===== src/rtl/core/box_downsample_2x2_rgb32_assert.svh =====
// Shared assertion macros; clk and arst_n are taken from the including module.
`ifndef BOX_DOWNSAMPLE_2X2_RGB32_ASSERT_SVH
`define BOX_DOWNSAMPLE_2X2_RGB32_ASSERT_SVH

// Same-cycle implication, off while in reset.
`define BDSAMP_ASSERT_NOW(label, ante, cons, msg) \
	label: assert property (@(posedge clk) disable iff (!arst_n) (ante) |-> (cons)) \
		else $error(msg);

// Next-cycle implication, off while in reset.
`define BDSAMP_ASSERT_NEXT(label, ante, cons, msg) \
	label: assert property (@(posedge clk) disable iff (!arst_n) (ante) |=> (cons)) \
		else $error(msg);

`endif


===== src/rtl/core/bdsamp_pkg.sv =====
`timescale 1ns / 1ps
`default_nettype none

package bdsamp_pkg;

	localparam int PIXEL_BITS = 32;
	localparam int LANE_BITS = 8;
	localparam int LANES = PIXEL_BITS / LANE_BITS;
	localparam int ROW_WIDTH_BITS = 13;
	localparam int MIN_ROW_WIDTH = 2;
	localparam int RESET_ROW_WIDTH = 4096;

	typedef logic [PIXEL_BITS-1:0] pixel_t;
	typedef logic [ROW_WIDTH_BITS-1:0] row_width_t;

	// Per-word position flags handed from the column tracker to the filter stage.
	typedef struct packed {
		logic odd_row;
		logic col_odd;
		logic in_range;
		logic row_end;
	} bdsamp_ctl_t;

	// Lane-wise rounded mean (a+b+1)>>1.
	function automatic pixel_t lane_avg(input pixel_t a, input pixel_t b);
		logic [LANE_BITS:0] s;
		pixel_t r;
		r = '0;
		for (int i = 0; i < LANES; i++) begin
			s = {1'b0, a[LANE_BITS*i +: LANE_BITS]} + {1'b0, b[LANE_BITS*i +: LANE_BITS]}
				+ (LANE_BITS+1)'(1);
			r[LANE_BITS*i +: LANE_BITS] = s[LANE_BITS:1];
		end
		return r;
	endfunction

endpackage

`default_nettype wire


===== src/rtl/core/bdsamp_if.sv =====
`timescale 1ns / 1ps
`default_nettype none


interface bdsamp_out_if;
	import bdsamp_pkg::*;

	logic valid;
	logic ready;
	pixel_t pixel_out;
	logic row_end;

	modport source(output valid, output pixel_out, output row_end, input ready);
	modport sink(input valid, input pixel_out, input row_end, output ready);
endinterface

`default_nettype wire


===== src/rtl/core/bdsamp_reduce.sv =====
`timescale 1ns / 1ps
`default_nettype none

`include "box_downsample_2x2_rgb32_assert.svh"

module bdsamp_reduce (
	input wire logic clk,
	input wire logic arst_n,
	input wire logic accept,
	input wire bdsamp_pkg::pixel_t pixel,
	input wire bdsamp_pkg::bdsamp_ctl_t ctl,
	input wire bdsamp_pkg::pixel_t top_s1,
	output logic s1_free,
	bdsamp_out_if.source blocks
);
	import bdsamp_pkg::*;

	logic valid_s1;
	pixel_t pixel_s1;
	bdsamp_ctl_t ctl_s1;
	pixel_t held_q;
	logic out_valid_q;
	pixel_t pixel_out_q;
	logic row_end_q;

	pixel_t vert;
	logic has_out;
	logic hold_vert;
	logic s1_fire;

	assign vert = lane_avg(top_s1, pixel_s1);
	assign has_out = ctl_s1.odd_row && ctl_s1.in_range && ctl_s1.col_odd;
	assign hold_vert = ctl_s1.odd_row && ctl_s1.in_range && !ctl_s1.col_odd;

	// Stage only waits when it has a block to hand over and the output word is stuck.
	assign s1_fire = valid_s1 && (!has_out || !out_valid_q || blocks.ready);
	assign s1_free = !valid_s1 || s1_fire;

	always_ff @(posedge clk or negedge arst_n) begin
		if (!arst_n) begin
			valid_s1 <= 1'b0;
			out_valid_q <= 1'b0;
			held_q <= '0;
		end else begin
			if (s1_free) begin
				valid_s1 <= accept;
			end
			if (s1_fire && hold_vert) begin
				held_q <= vert;
			end
			if (s1_fire && has_out) begin
				out_valid_q <= 1'b1;
			end else if (blocks.ready) begin
				out_valid_q <= 1'b0;
			end
		end
	end

	always_ff @(posedge clk) begin
		if (accept) begin
			pixel_s1 <= pixel;
			ctl_s1 <= ctl;
		end
		if (s1_fire && has_out) begin
			pixel_out_q <= lane_avg(held_q, vert);
			row_end_q <= ctl_s1.row_end;
		end
	end

	assign blocks.valid = out_valid_q;
	assign blocks.pixel_out = pixel_out_q;
	assign blocks.row_end = row_end_q;

	`BDSAMP_ASSERT_NEXT(a_block_lands, s1_fire && has_out, out_valid_q, "block lost")
	`BDSAMP_ASSERT_NOW(a_stall_holds, valid_s1 && has_out && out_valid_q && !blocks.ready, !s1_free, "stage overrun")

endmodule

`default_nettype wire

===== src/flat_wrapper.sv =====
// flat-port wrapper written by rule: the top's interface ports become plain ports
module bdsamp_reduce_flat import bdsamp_pkg::*;
  (clk, arst_n, accept, pixel, ctl, top_s1, s1_free, blocks_valid, blocks_pixel_out, blocks_row_end, blocks_ready);
  bdsamp_out_if blocks_i ();
  input wire logic clk;
  input wire logic arst_n;
  input wire logic accept;
  input wire bdsamp_pkg::pixel_t pixel;
  input wire bdsamp_pkg::bdsamp_ctl_t ctl;
  input wire bdsamp_pkg::pixel_t top_s1;
  output logic s1_free;
  output wire logic [$bits(blocks_i.valid)-1:0] blocks_valid;
  output wire logic [$bits(blocks_i.pixel_out)-1:0] blocks_pixel_out;
  output wire logic [$bits(blocks_i.row_end)-1:0] blocks_row_end;
  input wire logic [$bits(blocks_i.ready)-1:0] blocks_ready;
  assign blocks_valid = blocks_i.valid;
  assign blocks_pixel_out = blocks_i.pixel_out;
  assign blocks_row_end = blocks_i.row_end;
  assign blocks_i.ready = blocks_ready;
  bdsamp_reduce u_core (.clk(clk), .arst_n(arst_n), .accept(accept), .pixel(pixel), .ctl(ctl), .top_s1(top_s1), .s1_free(s1_free), .blocks(blocks_i));
endmodule

===== config.mk =====
export PLATFORM = sky130hd
export DESIGN_NAME = bdsamp_reduce_flat
export DESIGN_NICKNAME = d
export VERILOG_FILES = /design/src/rtl/core/bdsamp_pkg.sv /design/src/rtl/core/bdsamp_if.sv /design/src/rtl/core/bdsamp_reduce.sv /design/src/flat_wrapper.sv
export VERILOG_INCLUDE_DIRS = /design/src /design/src/rtl/core
export SDC_FILE = /design/constraint.sdc
export NUM_CORES = 1
export LEC_CHECK = 0
export CAP_MARGIN = 0
export CORE_UTILIZATION = 55
export DETAILED_ROUTE_END_ITERATION = 12
export DONT_BUFFER_PORTS = 1
export PLACE_DENSITY_LB_ADDON = 0.1
export SKIP_LAST_GASP = 1
export SLEW_MARGIN = 10
export SYNTH_ARGS = -nofsm -noshare
export SYNTH_HDL_FRONTEND = slang
export SYNTH_SLANG_ARGS = --single-unit

===== constraint.sdc =====
create_clock -name clk -period 4.3 [get_ports clk]
set_clock_uncertainty 0.15 [all_clocks]
set_input_delay 0.215 -clock clk [delete_from_list [all_inputs] [get_ports clk]]
set_output_delay 0.215 -clock clk [all_outputs]
set_load 0.02 [all_outputs]

# After elaboration in Yosys (flattened, before gate mapping)
# Index checks and enable logic that the tools add are counted.
# totals
wordCells	42
out_inout_bits	35
regBits	103
# classes
n_mux	2
n_addsub	16
reduce_logical	14
# ops
op	count
8-bit by 8-bit adder with 9-bit output	8
9-bit by 1-bit adder with 9-bit output, second input constant	8
1-bit logical AND	6
1-bit zero test	4
1-bit logical OR	3
1-bit 2-to-1 mux	2
2-bit nonzero test	1

# Logic depth before layout (Yosys ltp)
# Gate-level depths: netlist (run 1).
# depth
ltp_word	8
mapped_depth	12
mapped_depth_nobuf	12

# Worst setup path before layout (run 1)
# Ideal clock, no wire load.
# synth_timing
kind	register to register
start	register u_core.pixel_s1[0]
end	register u_core.pixel_out_q[6] (netlist: u_core.blocks.pixel_out[6]), data pin
t_required_ns	3.892
arrival_ns	2.653
period_less_slack_ns	3.061
path_slack_ns	1.239
setup_time_ns	0.258
path_stages_with_launch	11
path_cell_list	edfxtp_1 or2_2 fa_1 a21o_2 a221oi_2 xnor2_1 ha_1 and3_1 a211o_1 a21oi_1 xnor2_1
# synth_via
elab_chain_cells	4
# synth_rtl
item	line_no	text
start, declared	bdsamp_reduce.sv:19	pixel_t pixel_s1;
start signal, assigned	bdsamp_reduce.sv:61	pixel_s1 <= pixel;
8-bit by 8-bit adder with 9-bit output	bdsamp_pkg.sv:30	s = {1'b0, a[LANE_BITS*i +: LANE_BITS]} + {1'b0, b[LANE_BITS*i +: LANE_BITS]}
9-bit by 1-bit adder with 9-bit output	bdsamp_pkg.sv:31	+ (LANE_BITS+1)'(1);
named net u_core.vert[5]	bdsamp_reduce.sv:26	pixel_t vert;
8-bit by 8-bit adder with 9-bit output	bdsamp_pkg.sv:30	
9-bit by 1-bit adder with 9-bit output	bdsamp_pkg.sv:31	
end signal, assigned	bdsamp_reduce.sv:65	pixel_out_q <= lane_avg(held_q, vert);
end, declared	bdsamp_reduce.sv:23	pixel_t pixel_out_q;
# The timed path passes the listed nets, and every way through them passes these cells.
# A chain may end at the register's enable or synchronous reset.

# Worst setup path in the final report (run 1)
# Same ends and word-level chain as after synthesis.

==> results of run 1 <==
==> logic make-up (layout without fill, tap and decap cells) <==
logic type      count (synthesis)  after routing
compound gates                 91             91
mux                            31             31
flops                         103            103
buf+inv                        12             66
xor+xnor                       46             46
fa+ha+maj                      64             64
simple gates                   82             82
==> worst paths after layout <==
path                                                             end  slack (ns)  cells past startpoint
worst max register to register  u_core.blocks.pixel_out[6]$_DFFE_PP_        1.07                     10
min in group asynchronous              u_core.held_q[25]$_DFFE_PN0P_        0.15                      2
max in group asynchronous              u_core.held_q[10]$_DFFE_PN0P_        3.66                      2
worst max-delay path            u_core.blocks.pixel_out[6]$_DFFE_PP_        1.07                     10
worst min register to register       u_core.blocks.row_end$_DFFE_PP_        0.30                      0
worst min-delay path                    u_core.pixel_s1[7]$_DFFE_PP_        0.04                      1
==> power by group through the flow <==
stage	registers, mW	logic [mW]	clock network [mW]
6_report	1.53	1.53	0.637
5_1_grt	1.56	1.73	0.695
4_1_cts	1.53	1.54	0.660
3_5_place_dp	1.56	1.49	0
3_3_place_gp	1.54	1.44	0
2_1_floorplan	1.53	1.26	0
==> cell usage in the layout, fill, tap and decap left out, types with 8 or more instances in the layout <==
cell type / count
sky130_fd_sc_hd__xnor2_1: 32
sky130_fd_sc_hd__a21o_1: 20
sky130_fd_sc_hd__inv_1: 9
sky130_fd_sc_hd__nand2_1: 24
sky130_fd_sc_hd__edfxtp_1: 69
sky130_fd_sc_hd__dfrtp_1: 34
sky130_fd_sc_hd__nand2b_1: 8
sky130_fd_sc_hd__dlygate4sd3_1: 38
sky130_fd_sc_hd__nor2_1: 13
sky130_fd_sc_hd__xor2_1: 14
sky130_fd_sc_hd__fa_1: 8
sky130_fd_sc_hd__nor3_1: 9
sky130_fd_sc_hd__o21ai_0: 11
sky130_fd_sc_hd__ha_1: 56
sky130_fd_sc_hd__clkbuf_8: 9
sky130_fd_sc_hd__mux2_2: 30
sky130_fd_sc_hd__a21oi_1: 28
==> registers in the layout, summed over array words and instances (netlist names) <==
| name | cells |
|---|---|
| u_core.ctl_s1 | 4 |
| u_core.blocks.valid | 1 |
| u_core.valid_s1 | 1 |
| u_core.blocks.row_end | 1 |
| u_core.pixel_s1 | 32 |
| u_core.blocks.pixel_out | 32 |
| u_core.held_q | 32 |
==> per-layer routing <==
layer	up-vias	GRT usage (%)
met1	1644	20.6
met3	22	3.05
met5	-	0
met2	81	36.4
met4	0	10.3
li1	1716	-
==> layout make-up <==
cell class                      instances  share of cell area [%]
Clock inverter                          5                    1.13
Tap cell                              133                    2.60
Inverter                                9                   0.527
Multi-Input combinational cell        314                    41.4
Timing Repair Buffer                   41                    6.68
Clock buffer                           11                    2.05
Sequential cell                       103                    45.6
==> critical path: cells and delay by family, from the launching register on <==
family                   cells  cell delay (ns)
adder cells (fa/ha/maj)      2             0.72
AND/OR/NAND/NOR              2             0.51
XOR/XNOR                     2             0.25
flip-flops                   1             0.40
AO/OA/AOI/OAI                4             0.96
==> metrics by stage <==
step / area (µm²) / cells / setup WS [ns]
final: 6400 / 616 / 1.07
after global routing: 6400 / 616 / 0.874
after CTS: 6400 / 616 / 1.06
after detailed placement: 5780 / 560 / 1.09
after global placement: 5780 / 560 / 1.15
after floorplan: 5610 / 429 / 1.24
==> what timing repair did <==
action	4_1_cts	5_1_grt
setup buffers	0	0
gates resized for setup	0	0
hold buffers	40	0
endpoints found under the hold margin	108	0
setup endpoints to repair	0	0
==> impl_results.html, run 1 <==
<table>
<tr><th>Metric</th><th>Value</th></tr>
<tr><th colspan="2">Place</th></tr>
<tr><td>Total half-perimeter wirelength after legalization and detailed placement</td><td>6930 µm</td></tr>
<tr><td>Port-buffer cells</td><td>0</td></tr>
<tr><td>Placer Congestion</td><td>0.776</td></tr>
<tr><th colspan="2">Final layout</th></tr>
<tr><td>Antenna Diode Count</td><td>0</td></tr>
<tr><td>Register cell area after layout</td><td>2920 µm²</td></tr>
<tr><td>Area taken by multi-input logic gates</td><td>2650 µm²</td></tr>
<tr><td>Growth of design area from synthesis to finish</td><td>14.2%</td></tr>
<tr><td>Number of filler instances in the final layout</td><td>723</td></tr>
<tr><td>Layout cells sized above 1</td><td>11.8%</td></tr>
<tr><td>Utilization after layout</td><td>65.2%</td></tr>
<tr><td>Final layout net count</td><td>614</td></tr>
<tr><th colspan="2">Min path</th></tr>
<tr><td>Worst hold start</td><td>accept</td></tr>
<tr><td>Worst min path class</td><td>primary input to register</td></tr>
<tr><th colspan="2">Route</th></tr>
<tr><td>Detailed-route via count</td><td>3463</td></tr>
<tr><td>Detailed-route wire length</td><td>9390 µm</td></tr>
<tr><td>Routed length on met2</td><td>4990 µm</td></tr>
<tr><td>Detailed-routing wirelength on met1</td><td>3870 µm</td></tr>
<tr><td>Average wire per cell in the routed design</td><td>15.2 µm</td></tr>
<tr><td>Number of detailed-route iterations in the first pass</td><td>4</td></tr>
<tr><td>Highest signal layer in the routed design</td><td>met4</td></tr>
<tr><td>Starting DRC count in detailed routing</td><td>49</td></tr>
<tr><td>Wire length on met3</td><td>249 µm</td></tr>
<tr><td>Residual DRC count</td><td>0</td></tr>
<tr><td>Post-DRT Antenna Nets</td><td>0</td></tr>
<tr><td>Via count normalized by instance count</td><td>5.62</td></tr>
<tr><th colspan="2">Power and ir drop</th></tr>
<tr><td>Areal power density over the cells</td><td>577 nW/µm²</td></tr>
<tr><td>Worst ir drop on vdd</td><td>223 µV</td></tr>
<tr><td>Gate power share</td><td>41.3%</td></tr>
<tr><td>Switching Fraction</td><td>32.8%</td></tr>
<tr><td>NetSw</td><td>1.21 mW</td></tr>
<tr><td>Internal</td><td>2.48 mW</td></tr>
<tr><td>Clock group share of total power</td><td>17.2%</td></tr>
<tr><td>Share of power burned in registers</td><td>41.4%</td></tr>
<tr><td>Leak</td><td>2.64 nW</td></tr>
<tr><td>Power Total</td><td>3.70 mW</td></tr>
<tr><th colspan="2">Timing</th></tr>
<tr><td>Worst-margin pin slew</td><td>1.00 ns</td></tr>
<tr><td>Max frequency</td><td>310 MHz</td></tr>
<tr><td>Final Hold Fails</td><td>0</td></tr>
<tr><td>RSZ-0062 raised after global routing</td><td>false</td></tr>
<tr><td>Worst Hold Slack</td><td>0.0362 ns</td></tr>
<tr><td>Final-report max-slew violation count</td><td>0</td></tr>
<tr><td>Final clock period utilization by the worst path</td><td>75.1%</td></tr>
<tr><td>Setup TNS</td><td>0 ns</td></tr>
<tr><td>Worst relative slew slack</td><td>33.0%</td></tr>
<tr><td>Final setup viols</td><td>0</td></tr>
<tr><td>Final Critical Period</td><td>3.23 ns</td></tr>
<tr><th colspan="2">Synthesis</th></tr>
<tr><td>Largest family of logic cells by synthesized area</td><td>adder cells</td></tr>
<tr><td>Ys Warns</td><td>0</td></tr>
<tr><td>Number of enable flip-flop cells after synthesis</td><td>69</td></tr>
<tr><td>Asr flop ratio synth</td><td>33.0%</td></tr>
<tr><td>Number of flip-flops and latches in the synthesized netlist</td><td>103</td></tr>
<tr><td>Most frequent cells after synthesis</td><td>sky130_fd_sc_hd__edfxtp_1 (69), sky130_fd_sc_hd__ha_1 (56), sky130_fd_sc_hd__dfrtp_1 (34)</td></tr>
<tr><td>Adder and majority gate portion of the synthesized area</td><td>15.3%</td></tr>
<tr><td>Most common cell in the netlist</td><td>sky130_fd_sc_hd__edfxtp_1</td></tr>
<tr><td>Syn_area_per_cell</td><td>13.1 µm²</td></tr>
<tr><td>XOR/XNOR share of the synthesized area</td><td>7.18%</td></tr>
<tr><td>Cell accounting for the most synthesized area</td><td>sky130_fd_sc_hd__edfxtp_1</td></tr>
<tr><td>Instance count of the mapped netlist</td><td>429</td></tr>
<tr><td>Post-Syn Nets</td><td>565</td></tr>
<tr><td>Mux share of post-synthesis cell area</td><td>6.20%</td></tr>
<tr><td>Area fraction in compound gates after synthesis</td><td>11.0%</td></tr>
<tr><td>Cell types with the largest area share after synthesis</td><td>sky130_fd_sc_hd__edfxtp_1 (37%), sky130_fd_sc_hd__dfrtp_1 (15%), sky130_fd_sc_hd__ha_1 (12%)</td></tr>
<tr><td>Share of synthesized cell area in and, or, nand and nor gates</td><td>7.32%</td></tr>
<tr><td>Area share of the largest cell type after synthesis</td><td>36.9%</td></tr>
<tr><td>Area of the mapped netlist</td><td>5610 µm²</td></tr>
<tr><td>Dominant synthesized flop cell</td><td>sky130_fd_sc_hd__edfxtp_1</td></tr>
<tr><td>Synth cell types</td><td>39</td></tr>
<tr><td>Portion of the post-synthesis area used by sequential elements</td><td>52.1%</td></tr>
<tr><th colspan="2">Status</th></tr>
<tr><td>Run status</td><td>complete, no violations</td></tr>
<tr><th colspan="2">CTS</th></tr>
<tr><td>Clock transition at the register clock pins on the worst setup and hold paths after CTS</td><td>0.09 ns</td></tr>
<tr><td>H-tree lvl count</td><td>3</td></tr>
<tr><td>TritonCTS clock tree</td><td>done</td></tr>
<tr><td>Total clock sinks</td><td>103</td></tr>
<tr><td>Clock Latency Late Sink</td><td>0.37 ns</td></tr>
<tr><td>Number of buffers between clock root and the deepest sink</td><td>2</td></tr>
<tr><td>Cell at the root of the clock tree</td><td>sky130_fd_sc_hd__clkbuf_8</td></tr>
<tr><td>TritonCTS Buffers</td><td>9</td></tr>
<tr><th colspan="2">Global routing</th></tr>
<tr><td>Number of antenna violations at the first check in global routing</td><td>0</td></tr>
<tr><td>Vias in the first global route</td><td>3544</td></tr>
<tr><td>Total track usage</td><td>19.3%</td></tr>
<tr><td>Wire length of the first global-routing pass</td><td>15400 µm</td></tr>
<tr><td>Total gr overflow</td><td>0</td></tr>
<tr><td>Pin count of the biggest net entering global routing</td><td>38</td></tr>
<tr><th colspan="2">Worst setup path</th></tr>
<tr><td>Largest incremental delay on the critical path</td><td>0.41 ns</td></tr>
<tr><td>Cell occurring most often along the worst timing path</td><td>sky130_fd_sc_hd__xnor2_1</td></tr>
<tr><td>Critical R2R Launch</td><td>u_core.pixel_s1[0]$_DFFE_PP_</td></tr>
<tr><td>Cells along the critical path</td><td>or2_2, fa_1, a21o_2, a221oi_2, xnor2_1, ha_1, and3_1, a211o_1, a21oi_1, xnor2_1</td></tr>
<tr><td>Nature of the critical path startpoint</td><td>register</td></tr>
<tr><td>Critical Path Sink Type</td><td>register</td></tr>
<tr><td>Arrival time at the worst endpoint</td><td>3.21 ns</td></tr>
<tr><td>Start-to-end type of the worst setup path</td><td>register to register</td></tr>
<tr><td>First element of the critical path</td><td>u_core.pixel_s1[0]$_DFFE_PP_</td></tr>
<tr><td>Slowest cell on the critical path</td><td>sky130_fd_sc_hd__fa_1</td></tr>
<tr><td>Maximum fanout encountered on the critical timing path</td><td>5</td></tr>
<tr><td>Required time worst endpoint</td><td>4.28 ns</td></tr>
<tr><th colspan="2">Floorplan</th></tr>
<tr><td>Die Outline Area</td><td>10600 µm²</td></tr>
<tr><td>Core area</td><td>9820 µm²</td></tr>
<tr><td>Die X</td><td>103 µm</td></tr>
<tr><td>Chip height</td><td>103 µm</td></tr>
<tr><td>Initial cell density of the core</td><td>57.1%</td></tr>
<tr><td>Top-level port count</td><td>107</td></tr>
<tr><td>Standard-cell rows</td><td>36</td></tr>
<tr><th colspan="2">Flow run</th></tr>
<tr><td>Max-capacitance violation count</td><td>0</td></tr>
</table>
(Power assumes the default switching activity.)
==> run 2, diff against run 1 <==
clock period = 3.15 ns   (was 4.3 ns; I/O delays follow)
==> run 2 against run 1 <==
Net effect:
- die area unchanged
- via count increased by 1.2%
- worst setup slack got worse by 1.0 ns
- combinational power increased by 46%
- register-to-register slack got worse by 1.0 ns
- global-route usage decreased by 0.11 points
- power increased by 38%
- clock power increased by 20%
- flip-flop and latch count unchanged
- first-iteration DRC count increased by 16%
- largest cell class unchanged
==> impl_results.html, run 2 (same netlist as run 1, synthesis figures left out) <==
<table>
<tr><th>Metric</th><th>Value</th></tr>
<tr><th colspan="2">Timing</th></tr>
<tr><td>RSZ-0062 raised after global routing</td><td>true</td></tr>
<tr><td>Final Hold Fails</td><td>0 (unchanged)</td></tr>
<tr><td>Final clock period utilization by the worst path</td><td>97.9% (+23 points)</td></tr>
<tr><td>Final Critical Period</td><td>3.08 ns (-0.148 ns)</td></tr>
<tr><td>Worst Hold Slack</td><td>0.0353 ns (-0.000898 ns)</td></tr>
<tr><td>Minimum setup slack in the final design</td><td>0.0674 ns (-1.00 ns)</td></tr>
<tr><td>Worst-margin pin slew</td><td>0.552 ns (-0.451 ns)</td></tr>
<tr><td>Worst relative slew slack</td><td>63.1% (+30 points)</td></tr>
<tr><td>Setup TNS</td><td>0 ns (unchanged)</td></tr>
<tr><td>Final setup viols</td><td>0 (unchanged)</td></tr>
<tr><td>Final-report max-slew violation count</td><td>0 (unchanged)</td></tr>
<tr><td>Max frequency</td><td>324 MHz (+4.8%)</td></tr>
<tr><th colspan="2">Route</th></tr>
<tr><td>Average wire per cell in the routed design</td><td>15.1 µm (-0.66%)</td></tr>
<tr><td>Starting DRC count in detailed routing</td><td>57 (+16%)</td></tr>
<tr><td>Via count normalized by instance count</td><td>5.55 (-1.2%)</td></tr>
<tr><td>Detailed-route wire length</td><td>9550 µm (+1.8%)</td></tr>
<tr><td>Post-DRT Antenna Nets</td><td>0 (unchanged)</td></tr>
<tr><td>Detailed-route via count</td><td>3504 (+1.2%)</td></tr>
<tr><td>Residual DRC count</td><td>0 (unchanged)</td></tr>
<tr><td>Number of detailed-route iterations in the first pass</td><td>4 (unchanged)</td></tr>
<tr><th colspan="2">Final layout</th></tr>
<tr><td>Utilization after layout</td><td>66.8% (+1.6 points)</td></tr>
<tr><td>Final layout net count</td><td>629 (+2.4%)</td></tr>
<tr><td>Most common library cell in the layout ignoring fill and taps</td><td>sky130_fd_sc_hd__edfxtp_1</td></tr>
<tr><td>Fin cells</td><td>631 (+2.4%)</td></tr>
<tr><td>Layout cells sized above 1</td><td>15.9% (+4.1 points)</td></tr>
<tr><td>Antenna Diode Count</td><td>0 (unchanged)</td></tr>
<tr><td>Total non-filler cell area in the finished layout</td><td>6560 µm² (+2.4%)</td></tr>
<tr><td>Highest-count cells in the layout ignoring fill and taps</td><td>sky130_fd_sc_hd__edfxtp_1 (69), sky130_fd_sc_hd__ha_1 (55), sky130_fd_sc_hd__dlygate4sd3_1 (43)</td></tr>
<tr><td>Growth of design area from synthesis to finish</td><td>17.0%</td></tr>
<tr><th colspan="2">Worst setup path</th></tr>
<tr><td>Depth of the worst register-to-register path</td><td>10 (unchanged)</td></tr>
<tr><td>Required time worst endpoint</td><td>3.13 ns (-1.15 ns)</td></tr>
<tr><td>Crit Reg-Reg Endpoint</td><td>u_core.blocks.pixel_out[14]$_DFFE_PP_</td></tr>
<tr><td>First element of the critical path</td><td>u_core.pixel_s1[8]$_DFFE_PP_</td></tr>
<tr><td>Start-to-end type of the worst setup path</td><td>register to register</td></tr>
<tr><td>Slowest cell on the critical path</td><td>sky130_fd_sc_hd__edfxtp_1</td></tr>
<tr><td>Cell occurring most often along the worst timing path</td><td>sky130_fd_sc_hd__xnor2_1</td></tr>
<tr><td>Cells along the critical path</td><td>or2_4, fa_2, a21o_1, a221oi_2, xnor2_1, ha_1, and3_1, a211o_1, a21oi_2, xnor2_1</td></tr>
<tr><td>Largest incremental delay on the critical path</td><td>0.40 ns (about the same)</td></tr>
<tr><td>Critical Path Sink Type</td><td>register</td></tr>
<tr><td>Nature of the critical path startpoint</td><td>register</td></tr>
<tr><td>Maximum fanout encountered on the critical timing path</td><td>4 (-1)</td></tr>
<tr><td>Worst reg2reg setup slack</td><td>0.07 ns (-1.00 ns)</td></tr>
<tr><td>Capture point of the critical path</td><td>u_core.blocks.pixel_out[14]$_DFFE_PP_</td></tr>
<tr><td>Critical R2R Launch</td><td>u_core.pixel_s1[8]$_DFFE_PP_</td></tr>
<tr><td>Arrival time at the worst endpoint</td><td>3.06 ns (-0.15 ns)</td></tr>
<tr><th colspan="2">Global routing</th></tr>
<tr><td>Total track usage</td><td>19.2% (-0.11 points)</td></tr>
<tr><td>Number of antenna violations at the first check in global routing</td><td>0 (unchanged)</td></tr>
<tr><td>Pin count of the biggest net entering global routing</td><td>38 (unchanged)</td></tr>
<tr><td>Vias in the first global route</td><td>3436 (-3.0%)</td></tr>
<tr><td>Total gr overflow</td><td>0 (unchanged)</td></tr>
<tr><td>Wire length of the first global-routing pass</td><td>15400 µm (about the same)</td></tr>
<tr><th colspan="2">Floorplan</th></tr>
<tr><td>Top-level port count</td><td>107 (unchanged)</td></tr>
<tr><td>Standard-cell rows</td><td>36 (unchanged)</td></tr>
<tr><td>Die Outline Area</td><td>10600 µm² (unchanged)</td></tr>
<tr><td>Die X</td><td>103 µm (unchanged)</td></tr>
<tr><td>Chip height</td><td>103 µm (unchanged)</td></tr>
<tr><td>Initial cell density of the core</td><td>57.1% (unchanged)</td></tr>
<tr><td>Core area</td><td>9820 µm² (unchanged)</td></tr>
<tr><th colspan="2">Flow run</th></tr>
<tr><td>Max-capacitance violation count</td><td>0 (unchanged)</td></tr>
<tr><th colspan="2">Power and ir drop</th></tr>
<tr><td>Power Total</td><td>5.09 mW (+38%)</td></tr>
<tr><td>Areal power density over the cells</td><td>776 nW/µm² (+34%)</td></tr>
<tr><td>Worst ir drop on vdd</td><td>375 µV (+68%)</td></tr>
<tr><td>Leak</td><td>2.71 nW (+2.6%)</td></tr>
<tr><th colspan="2">Place</th></tr>
<tr><td>Total half-perimeter wirelength after legalization and detailed placement</td><td>6920 µm (about the same)</td></tr>
<tr><td>Port-buffer cells</td><td>0 (unchanged)</td></tr>
<tr><td>Setup slack at placement</td><td>-0.0258 ns (-1.11 ns)</td></tr>
<tr><td>Placer Congestion</td><td>0.804 (+3.6%)</td></tr>
<tr><td>Post-placement cell area</td><td>5830 µm² (+0.91%)</td></tr>
<tr><td>Number of placed instances with taps included</td><td>567 (+1.3%)</td></tr>
<tr><th colspan="2">CTS</th></tr>
<tr><td>TritonCTS Buffers</td><td>9 (unchanged)</td></tr>
<tr><td>H-tree lvl count</td><td>3 (unchanged)</td></tr>
<tr><td>Number of buffers between clock root and the deepest sink</td><td>2 (unchanged)</td></tr>
<tr><td>Cell at the root of the clock tree</td><td>sky130_fd_sc_hd__clkbuf_8</td></tr>
<tr><td>Clock Latency Late Sink</td><td>0.37 ns (about the same)</td></tr>
<tr><td>TritonCTS clock tree</td><td>done</td></tr>
<tr><td>Total clock sinks</td><td>103 (unchanged)</td></tr>
<tr><td>Clock transition at the register clock pins on the worst setup and hold paths after CTS</td><td>0.10 ns (about the same)</td></tr>
<tr><th colspan="2">Min path</th></tr>
<tr><td>Worst min path class</td><td>primary input to register</td></tr>
<tr><th colspan="2">Status</th></tr>
<tr><td>Run status</td><td>complete, no violations</td></tr>
</table>
[run 2: cell count changes in the layout (fill, tap and decap cells not counted), sizes merged]
cell,delta
bufinv,-2
clkbuf,+2
buf,+10
dlygate4sd3,+5
[run 2: power by group]
group,switching (mW),internal [mW]
Sequential,0.200,1.89
Clock,0.433,0.331
Combinational,1.08,1.15
[run 2: how the worst min path moves through the flow]
stage | startpoint | to | slack (ns) | depth (start not counted)
6_report | top_s1[7] | u_core.held_q[7]$_DFFE_PN0P_ | 0.04 | 3
5_1_grt | top_s1[15] | u_core.held_q[15]$_DFFE_PN0P_ | 0.02 | 3
4_1_cts | top_s1[15] | u_core.held_q[15]$_DFFE_PN0P_ | 0.02 | 3
3_5_place_dp | arst_n | u_core.held_q[24]$_DFFE_PN0P_ | -0.29 | 0
3_3_place_gp | arst_n | u_core.held_q[24]$_DFFE_PN0P_ | -0.29 | 0
2_1_floorplan | arst_n | u_core.blocks.valid$_DFFE_PN0P_ | -0.29 | 0
[run 2: timing repair]
item,CTS,global route
gates resized for setup,5,10
hold buffers,45,0
setup buffers,2,1
cloned,0,0
setup endpoints to repair,3,8
pin swaps,7,12
hold endpoints to repair,112,0
[run 2: critical path, delay by kind of cell, from the launching register on]
| kind | cells | cell delay (ns) |
|---|---|---|
| AND/OR/NAND/NOR | 2 | 0.41 |
| AO/OA/AOI/OAI | 4 | 0.94 |
| flip-flops | 1 | 0.40 |
| adder cells (fa/ha/maj) | 2 | 0.65 |
| XOR/XNOR | 2 | 0.27 |
[run 2: layout make-up]
cell class / count / area [µm²]
well taps: 133 / 166
fillers: 725 / 3260
clock inverters: 3 / 18.8
multi-input cells: 314 / 2710
inverters: 9 / 33.8
clock buffers: 13 / 159
flip-flops and latches: 103 / 2920
repair buffers: 56 / 553
[run 2: per-layer routing]
metal  vias up  track usage [%]  share of wire, %
met5         -                0                 0
met4         0             8.45               1.8
met3        15             4.41               3.0
met2        67             34.9                53
met1      1677             21.4                42
li1       1745                -                 -
==> run 3, diff against run 2 <==
--- a/config.mk
+++ b/config.mk
@@ -9,3 +9,3 @@
 export CAP_MARGIN = 0
-export CORE_UTILIZATION = 55
+export CORE_UTILIZATION = 45
 export DETAILED_ROUTE_END_ITERATION = 12
--- a/constraint.sdc
+++ b/constraint.sdc
@@ -4,2 +4,2 @@
 set_output_delay 0.1575 -clock clk [all_outputs]
-set_load 0.02 [all_outputs]
+set_load 0.005 [all_outputs]
==> run 3 against run 2 <==
Net effect:
- sequential share of layout area fell by 1.1 points
- critical endpoint is now u_core.blocks.pixel_out[6]$_DFFE_PP_
- first-iteration DRC count rose to 2.8 times the previous value
- sequential power fell by 2%
- critical path depth did not move
- final cell count rose by 5.7%
- clock power rose by 35%
- wire length rose by 5.9%
- utilization fell by 11 points
- non-clock buffer count rose by 2
- worst setup slack improved by 0.017 ns
==> impl_results.html, run 3 (same netlist as run 1, synthesis figures left out) <==
<table>
<tr><th>Metric</th><th>Value</th></tr>
<tr><th colspan="2">Floorplan</th></tr>
<tr><td>Die Outline Area</td><td>12900 µm² (+22%)</td></tr>
<tr><td>Standard-cell rows</td><td>40 (+11%)</td></tr>
<tr><td>Core area</td><td>12100 µm² (+23%)</td></tr>
<tr><td>Die X</td><td>114 µm (+10%)</td></tr>
<tr><td>Chip height</td><td>114 µm (+10%)</td></tr>
<tr><td>Top-level port count</td><td>107 (unchanged)</td></tr>
<tr><td>Initial cell density of the core</td><td>46.5% (-11 points)</td></tr>
<tr><th colspan="2">Global routing</th></tr>
<tr><td>Total track usage</td><td>16.7% (-2.4 points)</td></tr>
<tr><td>Number of antenna violations at the first check in global routing</td><td>0 (unchanged)</td></tr>
<tr><td>Wire length of the first global-routing pass</td><td>16400 µm (+6.3%)</td></tr>
<tr><td>Pin count of the biggest net entering global routing</td><td>38 (unchanged)</td></tr>
<tr><td>Total gr overflow</td><td>0 (unchanged)</td></tr>
<tr><td>Vias in the first global route</td><td>3522 (+2.5%)</td></tr>
<tr><th colspan="2">Worst setup path</th></tr>
<tr><td>Critical Path Sink Type</td><td>register</td></tr>
<tr><td>Maximum fanout encountered on the critical timing path</td><td>4 (unchanged)</td></tr>
<tr><td>Worst reg2reg setup slack</td><td>0.08 ns (+0.02 ns)</td></tr>
<tr><td>Arrival time at the worst endpoint</td><td>3.02 ns (-0.04 ns)</td></tr>
<tr><td>First element of the critical path</td><td>u_core.pixel_s1[0]$_DFFE_PP_</td></tr>
<tr><td>Nature of the critical path startpoint</td><td>register</td></tr>
<tr><td>Crit Reg-Reg Endpoint</td><td>u_core.blocks.pixel_out[6]$_DFFE_PP_</td></tr>
<tr><td>Required time worst endpoint</td><td>3.11 ns (-0.02 ns)</td></tr>
<tr><td>Critical R2R Launch</td><td>u_core.pixel_s1[0]$_DFFE_PP_</td></tr>
<tr><td>Depth of the worst register-to-register path</td><td>10 (unchanged)</td></tr>
<tr><td>Start-to-end type of the worst setup path</td><td>register to register</td></tr>
<tr><th colspan="2">Min path</th></tr>
<tr><td>Worst min path class</td><td>primary input to register</td></tr>
<tr><td>Hold worst-path end</td><td>u_core.held_q[24]$_DFFE_PN0P_</td></tr>
<tr><td>Number of cells on the worst hold path</td><td>3 (unchanged)</td></tr>
<tr><td>Worst hold start</td><td>top_s1[25]</td></tr>
<tr><th colspan="2">Route</th></tr>
<tr><td>Average wire per cell in the routed design</td><td>15.2 µm (+0.19%)</td></tr>
<tr><td>Residual DRC count</td><td>0 (unchanged)</td></tr>
<tr><td>Via count normalized by instance count</td><td>5.26 (-5.3%)</td></tr>
<tr><td>Detailed-route wire length</td><td>10100 µm (+5.9%)</td></tr>
<tr><td>Starting DRC count in detailed routing</td><td>162 (+180%)</td></tr>
<tr><td>Post-DRT Antenna Nets</td><td>0 (unchanged)</td></tr>
<tr><td>Number of detailed-route iterations in the first pass</td><td>4 (unchanged)</td></tr>
<tr><td>Detailed-route via count</td><td>3509 (+0.14%)</td></tr>
<tr><th colspan="2">Timing</th></tr>
<tr><td>Worst relative slew slack</td><td>62.0% (-1.1 points)</td></tr>
<tr><td>Minimum setup slack in the final design</td><td>0.0843 ns (+0.0169 ns)</td></tr>
<tr><td>RSZ-0062 raised after global routing</td><td>true</td></tr>
<tr><td>Final Hold Fails</td><td>0 (unchanged)</td></tr>
<tr><td>Final Critical Period</td><td>3.07 ns (-0.0169 ns)</td></tr>
<tr><td>Max frequency</td><td>326 MHz (+0.55%)</td></tr>
<tr><td>Setup TNS</td><td>0 ns (unchanged)</td></tr>
<tr><td>Final clock period utilization by the worst path</td><td>97.3% (-0.54 points)</td></tr>
<tr><td>Final setup viols</td><td>0 (unchanged)</td></tr>
<tr><td>Worst-margin pin slew</td><td>0.568 ns (+0.0166 ns)</td></tr>
<tr><td>Final-report max-slew violation count</td><td>0 (unchanged)</td></tr>
<tr><th colspan="2">Power and ir drop</th></tr>
<tr><td>Clock group share of total power</td><td>19.2% (+4.2 points)</td></tr>
<tr><td>Internal</td><td>3.66 mW (+8.3%)</td></tr>
<tr><td>Share of power burned in registers</td><td>38.0% (-3.1 points)</td></tr>
<tr><td>NetSw</td><td>1.74 mW (+1.3%)</td></tr>
<tr><td>Gate power share</td><td>42.9% (-1.0 points)</td></tr>
<tr><td>Worst ir drop on vdd</td><td>320 µV (-15%)</td></tr>
<tr><td>Switching Fraction</td><td>32.2% (-1.5 points)</td></tr>
<tr><td>Leak</td><td>2.76 nW (+1.9%)</td></tr>
<tr><td>Areal power density over the cells</td><td>802 nW/µm² (+3.4%)</td></tr>
<tr><th colspan="2">Status</th></tr>
<tr><td>Run status</td><td>complete, no violations</td></tr>
<tr><th colspan="2">CTS</th></tr>
<tr><td>TritonCTS Buffers</td><td>9 (unchanged)</td></tr>
<tr><td>Total clock sinks</td><td>103 (unchanged)</td></tr>
<tr><td>Clock transition at the register clock pins on the worst setup and hold paths after CTS</td><td>0.06 ns (-0.04 ns)</td></tr>
<tr><td>H-tree lvl count</td><td>3 (unchanged)</td></tr>
<tr><td>Cell at the root of the clock tree</td><td>sky130_fd_sc_hd__clkbuf_16</td></tr>
<tr><td>TritonCTS clock tree</td><td>done</td></tr>
<tr><td>Number of buffers between clock root and the deepest sink</td><td>2 (unchanged)</td></tr>
<tr><td>Clock Latency Late Sink</td><td>0.35 ns (-0.02 ns)</td></tr>
<tr><th colspan="2">Place</th></tr>
<tr><td>Total half-perimeter wirelength after legalization and detailed placement</td><td>7150 µm (+3.3%)</td></tr>
<tr><td>Placer Congestion</td><td>0.781 (-2.9%)</td></tr>
<tr><td>Port-buffer cells</td><td>0 (unchanged)</td></tr>
<tr><td>Number of placed instances with taps included</td><td>603 (+6.3%)</td></tr>
<tr><td>Setup slack at placement</td><td>-0.0332 ns (-0.00740 ns)</td></tr>
<tr><th colspan="2">Final layout</th></tr>
<tr><td>Utilization after layout</td><td>55.8% (-11 points)</td></tr>
<tr><td>Highest-count cells in the layout ignoring fill and taps</td><td>sky130_fd_sc_hd__edfxtp_1 (69), sky130_fd_sc_hd__ha_1 (55), sky130_fd_sc_hd__dlygate4sd3_1 (39)</td></tr>
<tr><td>Antenna Diode Count</td><td>0 (unchanged)</td></tr>
<tr><td>Layout cells sized above 1</td><td>17.0% (+1.2 points)</td></tr>
<tr><td>Most common library cell in the layout ignoring fill and taps</td><td>sky130_fd_sc_hd__edfxtp_1</td></tr>
<tr><td>Final layout net count</td><td>631 (+0.32%)</td></tr>
<tr><td>Fin cells</td><td>667 (+5.7%)</td></tr>
<tr><td>Growth of design area from synthesis to finish</td><td>19.9%</td></tr>
<tr><th colspan="2">Flow run</th></tr>
<tr><td>Max-capacitance violation count</td><td>0 (unchanged)</td></tr>
</table>
run 3: per-layer routing:
metal,GRT usage (%),vias to the layer above,routed length (µm)
li1,-,1749,-
met1,19.3,1669,4470
met2,29.0,79,5080
met3,3.88,12,347
met4,8.77,0,214
met5,0,-,0
run 3: worst max-delay path, stage by stage (launching register included):
cell                       delay [ns]
sky130_fd_sc_hd__edfxtp_1        0.39
sky130_fd_sc_hd__or2_2           0.32
sky130_fd_sc_hd__fa_2            0.35
sky130_fd_sc_hd__a21o_4          0.23
sky130_fd_sc_hd__a221oi_4        0.28
sky130_fd_sc_hd__xnor2_2         0.17
sky130_fd_sc_hd__ha_4            0.24
sky130_fd_sc_hd__and3_1          0.17
sky130_fd_sc_hd__a211o_1         0.30
sky130_fd_sc_hd__a21oi_2         0.15
sky130_fd_sc_hd__xnor2_1         0.07
run 3: power groups by stage:
stage / Combinational, mW / Sequential [mW] / Clock [mW]
after floorplan: 1.72 / 2.03 / 0
after global placement: 2.07 / 2.06 / 0
after detailed placement: 2.12 / 2.07 / 0
after CTS: 2.22 / 2.04 / 1.09
after global routing: 2.59 / 2.08 / 1.13
final: 2.31 / 2.05 / 1.03
run 3: what timing repair did:
action | CTS | global route
setup buffers | 4 | 4
hold buffers | 41 | 0
pin swaps | 4 | 14
gates resized for setup | 2 | 17
endpoints found under the setup margin | 2 | 10
endpoints found under the hold margin | 108 | 0
run 3: final cells by class:
| cell class | instances | area (µm²) |
|---|---|---|
| clock buffer | 13 | 260 |
| sequential | 103 | 2920 |
| clock inverter | 2 | 7.51 |
| tap | 168 | 210 |
| timing repair buffer | 58 | 558 |
| multi-input combinational | 314 | 2730 |
| inverter | 9 | 33.8 |
| fill | 985 | 5340 |
run 3: stage by stage:
step           hold slack (ns)  cell area, µm²  total power, mW
4_1_cts                 0.0111            6620             5.35
3_3_place_gp            -0.287            5880             4.13
2_1_floorplan           -0.288            5610             3.76
5_1_grt                 0.0332            6730             5.80
3_5_place_dp            -0.288            5880             4.19
6_report                0.0285            6730             5.39
run 3: worst max path at each step:
| stage | endpoint | slack, ns |
|---|---|---|
| floorplan | u_core.blocks.pixel_out[6]$_DFFE_PP_ | 0.09 |
| global placement | u_core.blocks.pixel_out[6]$_DFFE_PP_ | 0.03 |
| detailed placement | u_core.blocks.pixel_out[6]$_DFFE_PP_ | -0.03 |
| CTS | u_core.blocks.pixel_out[14]$_DFFE_PP_ | 0.0005 |
| global route | u_core.blocks.pixel_out[6]$_DFFE_PP_ | -0.02 |
| finish | u_core.blocks.pixel_out[6]$_DFFE_PP_ | 0.08 |
